**src/tclp_pkg.sv**
```systemverilog
// ----------------------------------------------------------------------------
// tclp_pkg: shared types and constants
// Character codes, level limits and the store request that passes from the
// command parser to the level store.
// ----------------------------------------------------------------------------
`default_nettype none

package tclp_pkg;

  // Item kinds carried on the input tuser
  localparam logic OP_BYTE = 1'b0;
  localparam logic OP_TICK = 1'b1;

  // Characters the parser reacts to
  localparam logic [7:0] CHAR_CR      = 8'h0D;
  localparam logic [7:0] CHAR_LF      = 8'h0A;
  localparam logic [7:0] CHAR_SPACE   = 8'h20;
  localparam logic [7:0] CHAR_PERCENT = 8'h25;
  localparam logic [7:0] CHAR_ZERO    = 8'h30;
  localparam logic [7:0] CHAR_ONE     = 8'h31;
  localparam logic [7:0] CHAR_NINE    = 8'h39;

  localparam int unsigned LED_COUNT_DEF = 4;
  localparam int unsigned LED_NUM_W     = 4;  // holds LED numbers up to 9
  localparam int unsigned LEVEL_W       = 7;
  localparam int unsigned FLAG_W        = 4;  // LEDs shown on the output

  localparam logic [LEVEL_W-1:0] LEVEL_FULL = 7'd100;
  localparam logic [LEVEL_W-1:0] PWM_LAST   = 7'd99;
  localparam logic [1:0]         MAX_DIGITS = 2'd3;

  typedef struct packed {
    logic                 we;
    logic [LED_NUM_W-1:0] led;
    logic [LEVEL_W-1:0]   level;
  } store_req_t;

endpackage : tclp_pkg

`default_nettype wire

```
**src/text_command_led_pwm_unit.sv**
```systemverilog
// ----------------------------------------------------------------------------
// text_command_led_pwm_unit: text-command LED dimmer with PWM output
// Bytes drive a command parser that sets per-LED brightness (0..100); ticks
// step a 0..99 counter and refresh the LED on flags.
// ----------------------------------------------------------------------------
// Flow: an accepted request sits in the input register; parser/compare fill
//   the result register when the work stage takes it (not while stalled).
// Throughput: one request per cycle while results drain (a held result stalls
//   the input); the per-request state update in parser and level store sets it.
// Reset: rst_ni asynchronous, active low; parser idle, all levels 0, PWM step
//   counter 0, all LEDs off, both pipeline registers empty.
`default_nettype none

module text_command_led_pwm_unit #(
  parameter int unsigned LED_COUNT = tclp_pkg::LED_COUNT_DEF
) (
  input  wire logic       clk_i,
  input  wire logic       rst_ni,
  // input stream
  input  wire logic       s_axis_tvalid,
  output logic            s_axis_tready,
  input  wire logic [7:0] s_axis_tdata,   // [7:0] rx_byte
  input  wire logic       s_axis_tuser,   // [0] op (0 byte, 1 tick)
  // result stream
  output logic            m_axis_tvalid,
  input  wire logic       m_axis_tready,
  output logic [7:0]      m_axis_tdata,   // [3:0] led_lit, [7:4] zero
  output logic            m_axis_tuser    // [0] level_written
);
  import tclp_pkg::*;

  // Input register: holds one request until the work stage takes it.
  logic       in_valid_q;
  logic       in_op_q;
  logic [7:0] in_byte_q;

  // Result register: one finished result waiting for the sink.
  logic              out_valid_q;
  logic [FLAG_W-1:0] out_led_q;
  logic              out_wr_q;

  logic              adv;       // work stage consumes the held request
  logic              byte_en, tick_en;
  store_req_t        store_req;
  logic [FLAG_W-1:0] lit_next;
  logic              written;

  // The work stage moves whenever the result register is free or draining,
  // so the input side keeps flowing while a result drains.
  assign adv           = in_valid_q && (!out_valid_q || m_axis_tready);
  assign s_axis_tready = !in_valid_q || adv;
  assign byte_en       = adv && (in_op_q == OP_BYTE);
  assign tick_en       = adv && (in_op_q == OP_TICK);

  tclp_parser #(
    .LED_COUNT (LED_COUNT)
  ) u_parser (
    .clk_i     (clk_i),
    .rst_ni    (rst_ni),
    .byte_en_i (byte_en),
    .byte_i    (in_byte_q),
    .req_o     (store_req)
  );

  tclp_levels #(
    .LED_COUNT (LED_COUNT)
  ) u_levels (
    .clk_i      (clk_i),
    .rst_ni     (rst_ni),
    .tick_i     (tick_en),
    .req_i      (store_req),
    .lit_next_o (lit_next),
    .written_o  (written)
  );

  always_ff @(posedge clk_i or negedge rst_ni) begin
    if (!rst_ni) begin
      in_valid_q  <= 1'b0;
      out_valid_q <= 1'b0;
    end else begin
      if (s_axis_tready) begin
        in_valid_q <= s_axis_tvalid;
      end
      if (adv) begin
        out_valid_q <= 1'b1;
      end else if (m_axis_tready) begin
        out_valid_q <= 1'b0;
      end
    end
  end

  // payload, no reset needed
  always_ff @(posedge clk_i) begin
    if (s_axis_tready && s_axis_tvalid) begin
      in_op_q   <= s_axis_tuser;
      in_byte_q <= s_axis_tdata;
    end
    if (adv) begin
      out_led_q <= lit_next;
      out_wr_q  <= written;
    end
  end

  assign m_axis_tvalid = out_valid_q;
  assign m_axis_tdata  = {4'b0000, out_led_q};
  assign m_axis_tuser  = out_wr_q;

  // A store request only comes from a byte the work stage is consuming.
  a_store_on_byte : assert property (@(posedge clk_i) disable iff (!rst_ni)
    store_req.we |-> byte_en)
    else $error("store request without a consumed byte");

  // Parser never asks to store a level above full scale.
  a_store_range : assert property (@(posedge clk_i) disable iff (!rst_ni)
    store_req.we |-> (store_req.level <= LEVEL_FULL))
    else $error("store request level out of range");

  // A held request that the work stage cannot take stays put.
  a_in_hold : assert property (@(posedge clk_i) disable iff (!rst_ni)
    (in_valid_q && !adv) |=> (in_valid_q && $stable(in_byte_q) && $stable(in_op_q)))
    else $error("input register changed while stalled");

  // A tick never reports a written level.
  a_tick_no_write : assert property (@(posedge clk_i) disable iff (!rst_ni)
    tick_en |=> (out_valid_q && !out_wr_q))
    else $error("tick result flagged as level write");

endmodule : text_command_led_pwm_unit

`default_nettype wire

```
**src/tclp_parser.sv**
```systemverilog
// ----------------------------------------------------------------------------
// tclp_parser: text command parser
// Four-phase parser for "<led> <value>" commands; issues a store request on
// the byte that completes a valid value, and on a leading zero at once.
// ----------------------------------------------------------------------------
`default_nettype none

module tclp_parser #(
  parameter int unsigned LED_COUNT = tclp_pkg::LED_COUNT_DEF
) (
  input  wire logic                clk_i,
  input  wire logic                rst_ni,
  input  wire logic                byte_en_i,
  input  wire logic [7:0]          byte_i,
  output tclp_pkg::store_req_t     req_o
);
  import tclp_pkg::*;

  typedef enum logic [1:0] {
    PH_WAIT_LED   = 2'd0,
    PH_WAIT_SPACE = 2'd1,
    PH_WAIT_VALUE = 2'd2,
    PH_READ_VALUE = 2'd3
  } phase_e;

  localparam logic [7:0] LED_LAST_CHAR = CHAR_ZERO + 8'(LED_COUNT);

  phase_e               phase_q, phase_d;
  logic [LED_NUM_W-1:0] tgt_q, tgt_d;
  logic [LEVEL_W-1:0]   acc_q, acc_d;
  logic [1:0]           cnt_q, cnt_d;

  logic       is_digit, is_led_digit, is_eol;
  logic [3:0] digit;
  logic [9:0] acc_next;

  assign is_digit     = (byte_i >= CHAR_ZERO) && (byte_i <= CHAR_NINE);
  assign is_led_digit = (byte_i >= CHAR_ONE) && (byte_i <= LED_LAST_CHAR);
  assign is_eol       = (byte_i == CHAR_CR) || (byte_i == CHAR_LF);
  assign digit        = byte_i[3:0];
  // acc*10 + digit, kept wide so values past 100 are caught untruncated
  assign acc_next     = {acc_q, 3'b000} + {2'b00, acc_q, 1'b0} + {6'd0, digit};

  always_comb begin
    phase_d = phase_q;
    tgt_d   = tgt_q;
    acc_d   = acc_q;
    cnt_d   = cnt_q;
    req_o   = '0;
    req_o.led = tgt_q;
    if (byte_en_i) begin
      if (is_eol) begin
        // single digit value: 0 is off, 1 is full
        if (phase_q == PH_READ_VALUE && cnt_q == 2'd1) begin
          if (acc_q == '0) begin
            req_o.we    = 1'b1;
            req_o.level = '0;
          end else if (acc_q == 7'd1) begin
            req_o.we    = 1'b1;
            req_o.level = LEVEL_FULL;
          end
        end
        phase_d = PH_WAIT_LED;
        tgt_d   = '0;
        acc_d   = '0;
        cnt_d   = '0;
      end else begin
        case (phase_q)
          PH_WAIT_LED: begin
            if (is_led_digit) begin
              tgt_d   = digit;
              phase_d = PH_WAIT_SPACE;
            end
          end
          PH_WAIT_SPACE: begin
            if (byte_i == CHAR_SPACE) begin
              phase_d = PH_WAIT_VALUE;
            end else if (is_led_digit) begin
              tgt_d = digit;
            end else begin
              phase_d = PH_WAIT_LED;
              tgt_d   = '0;
              acc_d   = '0;
              cnt_d   = '0;
            end
          end
          PH_WAIT_VALUE: begin
            if (byte_i == CHAR_SPACE) begin
              phase_d = PH_WAIT_VALUE;
            end else if (is_digit) begin
              acc_d   = {3'b000, digit};
              cnt_d   = 2'd1;
              phase_d = PH_READ_VALUE;
              // leading zero turns the LED off right away
              if (digit == 4'd0) begin
                req_o.we    = 1'b1;
                req_o.level = '0;
              end
            end else begin
              phase_d = PH_WAIT_LED;
              tgt_d   = '0;
              acc_d   = '0;
              cnt_d   = '0;
            end
          end
          PH_READ_VALUE: begin
            if (is_digit && cnt_q < MAX_DIGITS && acc_next <= 10'(LEVEL_FULL)) begin
              acc_d = acc_next[LEVEL_W-1:0];
              cnt_d = cnt_q + 2'd1;
            end else begin
              if (byte_i == CHAR_PERCENT) begin
                req_o.we    = 1'b1;
                req_o.level = acc_q;
              end
              phase_d = PH_WAIT_LED;
              tgt_d   = '0;
              acc_d   = '0;
              cnt_d   = '0;
            end
          end
          default: begin
            phase_d = PH_WAIT_LED;
          end
        endcase
      end
    end
  end

  always_ff @(posedge clk_i or negedge rst_ni) begin
    if (!rst_ni) begin
      phase_q <= PH_WAIT_LED;
      tgt_q   <= '0;
      acc_q   <= '0;
      cnt_q   <= '0;
    end else begin
      phase_q <= phase_d;
      tgt_q   <= tgt_d;
      acc_q   <= acc_d;
      cnt_q   <= cnt_d;
    end
  end

endmodule : tclp_parser

`default_nettype wire

```
**src/tclp_levels.sv**
```systemverilog
// ----------------------------------------------------------------------------
// tclp_levels: brightness store and PWM compare
// Holds one level per LED, the step counter and the lit flags of the last
// tick. Gives the flags and write strobe that the current item produces.
// ----------------------------------------------------------------------------
`default_nettype none

module tclp_levels #(
  parameter int unsigned LED_COUNT = tclp_pkg::LED_COUNT_DEF
) (
  input  wire logic                          clk_i,
  input  wire logic                          rst_ni,
  input  wire logic                          tick_i,
  input  wire tclp_pkg::store_req_t          req_i,
  output logic [tclp_pkg::FLAG_W-1:0]        lit_next_o,
  output logic                               written_o
);
  import tclp_pkg::*;

  localparam int unsigned SHOWN = (LED_COUNT < FLAG_W) ? LED_COUNT : FLAG_W;

  logic [LEVEL_W-1:0] level_q [LED_COUNT];
  logic [LEVEL_W-1:0] level_d [LED_COUNT];
  logic [LEVEL_W-1:0] pwm_q, pwm_d;
  logic [FLAG_W-1:0]  lit_q, lit_d, lit_calc;
  logic               led_ok;

  assign led_ok    = (req_i.led >= LED_NUM_W'(1)) && (req_i.led <= LED_NUM_W'(LED_COUNT));
  assign written_o = req_i.we && led_ok && (req_i.level <= LEVEL_FULL);

  always_comb begin
    lit_calc = '0;
    for (int k = 0; k < SHOWN; k++) begin
      lit_calc[k] = level_q[k] > pwm_q;
    end
  end

  always_comb begin
    for (int k = 0; k < LED_COUNT; k++) begin
      level_d[k] = level_q[k];
      if (written_o && req_i.led == LED_NUM_W'(k + 1)) begin
        level_d[k] = req_i.level;
      end
    end
    lit_d = tick_i ? lit_calc : lit_q;
    pwm_d = pwm_q;
    if (tick_i) begin
      pwm_d = (pwm_q == PWM_LAST) ? '0 : pwm_q + 7'd1;
    end
  end

  assign lit_next_o = lit_d;

  always_ff @(posedge clk_i or negedge rst_ni) begin
    if (!rst_ni) begin
      for (int k = 0; k < LED_COUNT; k++) begin
        level_q[k] <= '0;
      end
      pwm_q <= '0;
      lit_q <= '0;
    end else begin
      level_q <= level_d;
      pwm_q   <= pwm_d;
      lit_q   <= lit_d;
    end
  end

endmodule : tclp_levels

`default_nettype wire

```
**config.mk**
```make
export PLATFORM = sky130hd
export DESIGN_NAME = text_command_led_pwm_unit
export DESIGN_NICKNAME = d
export VERILOG_FILES = /design/src/tclp_pkg.sv /design/src/text_command_led_pwm_unit.sv /design/src/tclp_parser.sv /design/src/tclp_levels.sv
export SDC_FILE = /design/constraint.sdc
export NUM_CORES = 1
export LEC_CHECK = 0
export BUFFER_PORTS_ARGS = -buffer_cell sky130_fd_sc_hd__buf_2
export CORE_MARGIN = 8
export CORE_UTILIZATION = 62
export DETAILED_ROUTE_END_ITERATION = 10
export GPL_TIMING_DRIVEN = 0
export PLACE_DENSITY = 0.81
export SETUP_SLACK_MARGIN = 0.5
export SYNTH_ARGS = -nofsm -noshare
export SYNTH_HDL_FRONTEND = slang
export SYNTH_SLANG_ARGS = --single-unit
```
**constraint.sdc**
```tcl
create_clock -name clk_i -period 4 [get_ports clk_i]
set_clock_uncertainty 0.15 [all_clocks]
set_input_delay 0.6 -clock clk_i [delete_from_list [all_inputs] [get_ports clk_i]]
set_output_delay 0.6 -clock clk_i [all_outputs]
set_load 0.01 [all_outputs]
```
==> impl_results.md <==
- Status: complete, no violations
- Most used DFF post-synth: dfrtp_1
- Area contributors post-synth: dfrtp_1 32%, ha_1 14%, edfxtp_1 9.5%
- Hold slack: 138 ps
- Endpoints failing setup: 0
- TritonCTS Buffers: 9
- Slowest-stage cell, CP: fa_1
- Crit start category: flop
- Post-route setup TNS: 0 ps
- Crit Path Class: reg2reg
- Row count: 31
- CTS root buffer: clkbuf_8
- Hold Fails Final Rpt: 0
- All-Layer GR Usage: 0.206
- Ys async rst share: 0.800
- Crit path required time: 4080 ps
- Filler Cells Inserted: 512
- Synth cell types: 68
- Max Fclk: 292 MHz
- Vias in the first global route: 3492
- Clock Pin Slew Worst Setup and Hold Paths: 80 ps
- R2r startpoint: in_byte_q[3]
- Yosys top cell by area: dfrtp_1
- Post-DP HPWL: 7.23 mm
- NumNets Final: 544
- Post-Place Cells: 561
- DRC: 0
- Final Slew Violations: 0
- Slew @ Worst Pin: 798 ps
- Largest net degree at the start of global routing: 57
- Clock buffer depth: 2
- Avg Cell Area, Syn: 10.1 µm²
- Mapped Area: 0.00443 mm²
- Layout area overhead: 11.9%
- Yosys top cell area share: 0.316
- Die ar.: 0.0101 mm²
- Max-Cap Viols: 0
- Htree depth: 3
- Flop2flop setup slack: 570 ps
- Core footprint: 0.00710 mm²
- Die Ht: 101 µm
- CTS Hold Bufs: 0
- Crit path buffers/inverters: 1
- Via-to-Cell Ratio: 6.12
- Post-synth EDFFs: 14
- Clock Sinks: 70
- Worst VDD drop: 0.254 mV
- Post-route ant nets: 0
- Crit path cell chain: fa_1, fa_2, a211oi_4, o22ai_1, nor4_2, a2111oi_4, or3_1, buf_2, mux2_4
- Critical path's top delay family: adder cells
- GP Congestion: 0.935
- Flops & latches, synth: 70
- RSZ-0062 raised after global routing: no
- Clock latency on the worst-skew pair: 350 ps
- Starting density of the core: 0.624
- FF-to-FF End: u_parser.tgt_q[3]
- # diodes: 0
- Finished Core Util: 0.698
- Final Cell Area: 0.00496 mm²
- Global-route wire length before repair: 16.4 mm
- DR iter-0 viols: 275
- Total congestion overflow: 0
- CP peak stage delay: 510 ps
- I/O Pins: 24
- PortBufs: 19
- Leakage power: 2.31 nW
- Die X: 101 µm
- Crit. End Element: flop
- Critical Path AT: 3510 ps
- Placed instance area: 0.00466 mm²
- Worst Path Max Fanout: 4
- Worst r2r path cells: 9
- Via count: 3574
- Max-slew headroom: 0.454
- Antenna violations before repair: 0
- Cells after Synth: 440
- Post-Layout Cell Count: 584
- Seq/Total Area, Yosys: 0.411
- Fin crit share: 0.856
- WL/cell: 16.8 µm
- Final min period: 3430 ps
- CTS tree: done
- Synth Warn #: 0
- Initial DRT Pass Iterations: 5
- Layout cell share with drive strength beyond 1: 0.153
- PwrDens: 399 mW/mm²
- Routed wire length: 9.81 mm
- Hold Path Class: in2async
-- cell usage after synthesis, drive strengths merged (3+ instances only) --
cell type,number
dfrtp,56
ha,49
nand2,49
o21ai,39
inv,34
nor2,21
a21o,14
edfxtp,14
mux2i,13
nand3,11
a21oi,9
nand4,9
nor3,9
buf,8
and3,6
nor2b,6
o21a,6
o2111ai,5
o211ai,5
o22ai,5
a2111o,4
a31oi,4
nand2b,4
o221ai,4
a2111oi,3
a211o,3
a22o,3
and2,3
clkbuf,3
o2111a,3
o31ai,3
xnor2,3
-- kinds of logic after synthesis --
group	Yosys count	share of synthesized area
compound gates	119	0.194
simple gates	135	0.159
xor+xnor	4	0.00791
other cells	1	0.000847
flops	70	0.411
fa+ha+maj	51	0.147
buf+inv	45	0.0443
mux	15	0.0353
-- timing repair --
| action | in CTS | in global routing |
|---|---|---|
| pin swaps | 0 | 5 |
| gates cloned | 0 | 0 |
| setup endpoints to repair | 7 | 8 |
| resized for setup | 4 | 6 |
| setup buffers | 2 | 5 |
-- report_power, final --
group	switching, mW	internal, mW
logic	0.304	0.212
registers	0.0795	0.811
clock network	0.280	0.293
-- layout by cell type (no fill, tap or decap), types with 5 or more instances in the layout --
cell type   n
clkbuf_8    9
o211ai_1    5
o21a_1      6
and3_1      5
nor2_1     21
a21oi_1     9
inv_1      34
nand2_1    49
nand3_1     8
ha_1       48
nor2b_1     6
o21ai_0    36
buf_2      21
nand4_1     9
o22ai_1     5
nor3_1      9
buf_4      12
a21o_1     14
dfrtp_1    53
mux2i_1    13
edfxtp_1   14
-- worst max-delay path by stage --
stage | startpoint | end | slack, ps | depth (start not counted)
2_1_floorplan | in_byte_q[3] | u_parser.tgt_q[3] | 640 | 9
3_3_place_gp | in_byte_q[3] | u_parser.tgt_q[3] | 120 | 9
3_5_place_dp | in_byte_q[3] | u_parser.tgt_q[3] | 70 | 9
4_1_cts | in_byte_q[3] | u_parser.tgt_q[3] | 500 | 9
5_1_grt | u_parser.acc_q[2] | u_parser.tgt_q[3] | 490 | 9
6_report | in_byte_q[3] | u_parser.tgt_q[3] | 570 | 9
-- stage by stage --
stage | power, mW | worst slack, ps
2_1_floorplan | 1.25 | 638
3_3_place_gp | 1.36 | 118
3_5_place_dp | 1.40 | 67.4
4_1_cts | 1.98 | 505
5_1_grt | 2.09 | 487
6_report | 1.98 | 575
-- final cells by class --
| type | count | area [µm²] | area share |
|---|---|---|---|
| clock buffers | 10 | 128 | 0.0258 |
| flip-flops and latches | 70 | 1830 | 0.368 |
| clock inverters | 6 | 68.8 | 0.0139 |
| multi-input cells | 328 | 2460 | 0.497 |
| plain buffers | 11 | 68.8 | 0.0139 |
| inverters | 34 | 128 | 0.0258 |
| repair buffers | 26 | 150 | 0.0303 |
| well taps | 99 | 124 | 0.0250 |
-- flip-flops by register name, indices dropped and copies added (netlist names) --
name / count
u_levels.lit_q: 4
u_parser.tgt_q: 4
m_axis_tvalid: 1
u_parser.acc_q: 7
out_led_q: 4
u_parser.cnt_q: 2
in_byte_q: 8
m_axis_tuser: 1
in_valid_q: 1
u_levels.level_q: 28
in_op_q: 1
u_parser.phase_q: 2
u_levels.pwm_q: 7
-- layer usage --
| metal | track usage | vias to the layer above | routed length [µm] |
|---|---|---|---|
| li1 | - | 1712 | - |
| met1 | 0.237 | 1719 | 4080 |
| met2 | 0.364 | 116 | 4970 |
| met3 | 0.0401 | 27 | 423 |
| met4 | 0.0895 | 0 | 334 |
| met5 | 0 | - | 0 |
(Power assumes the default switching activity.)
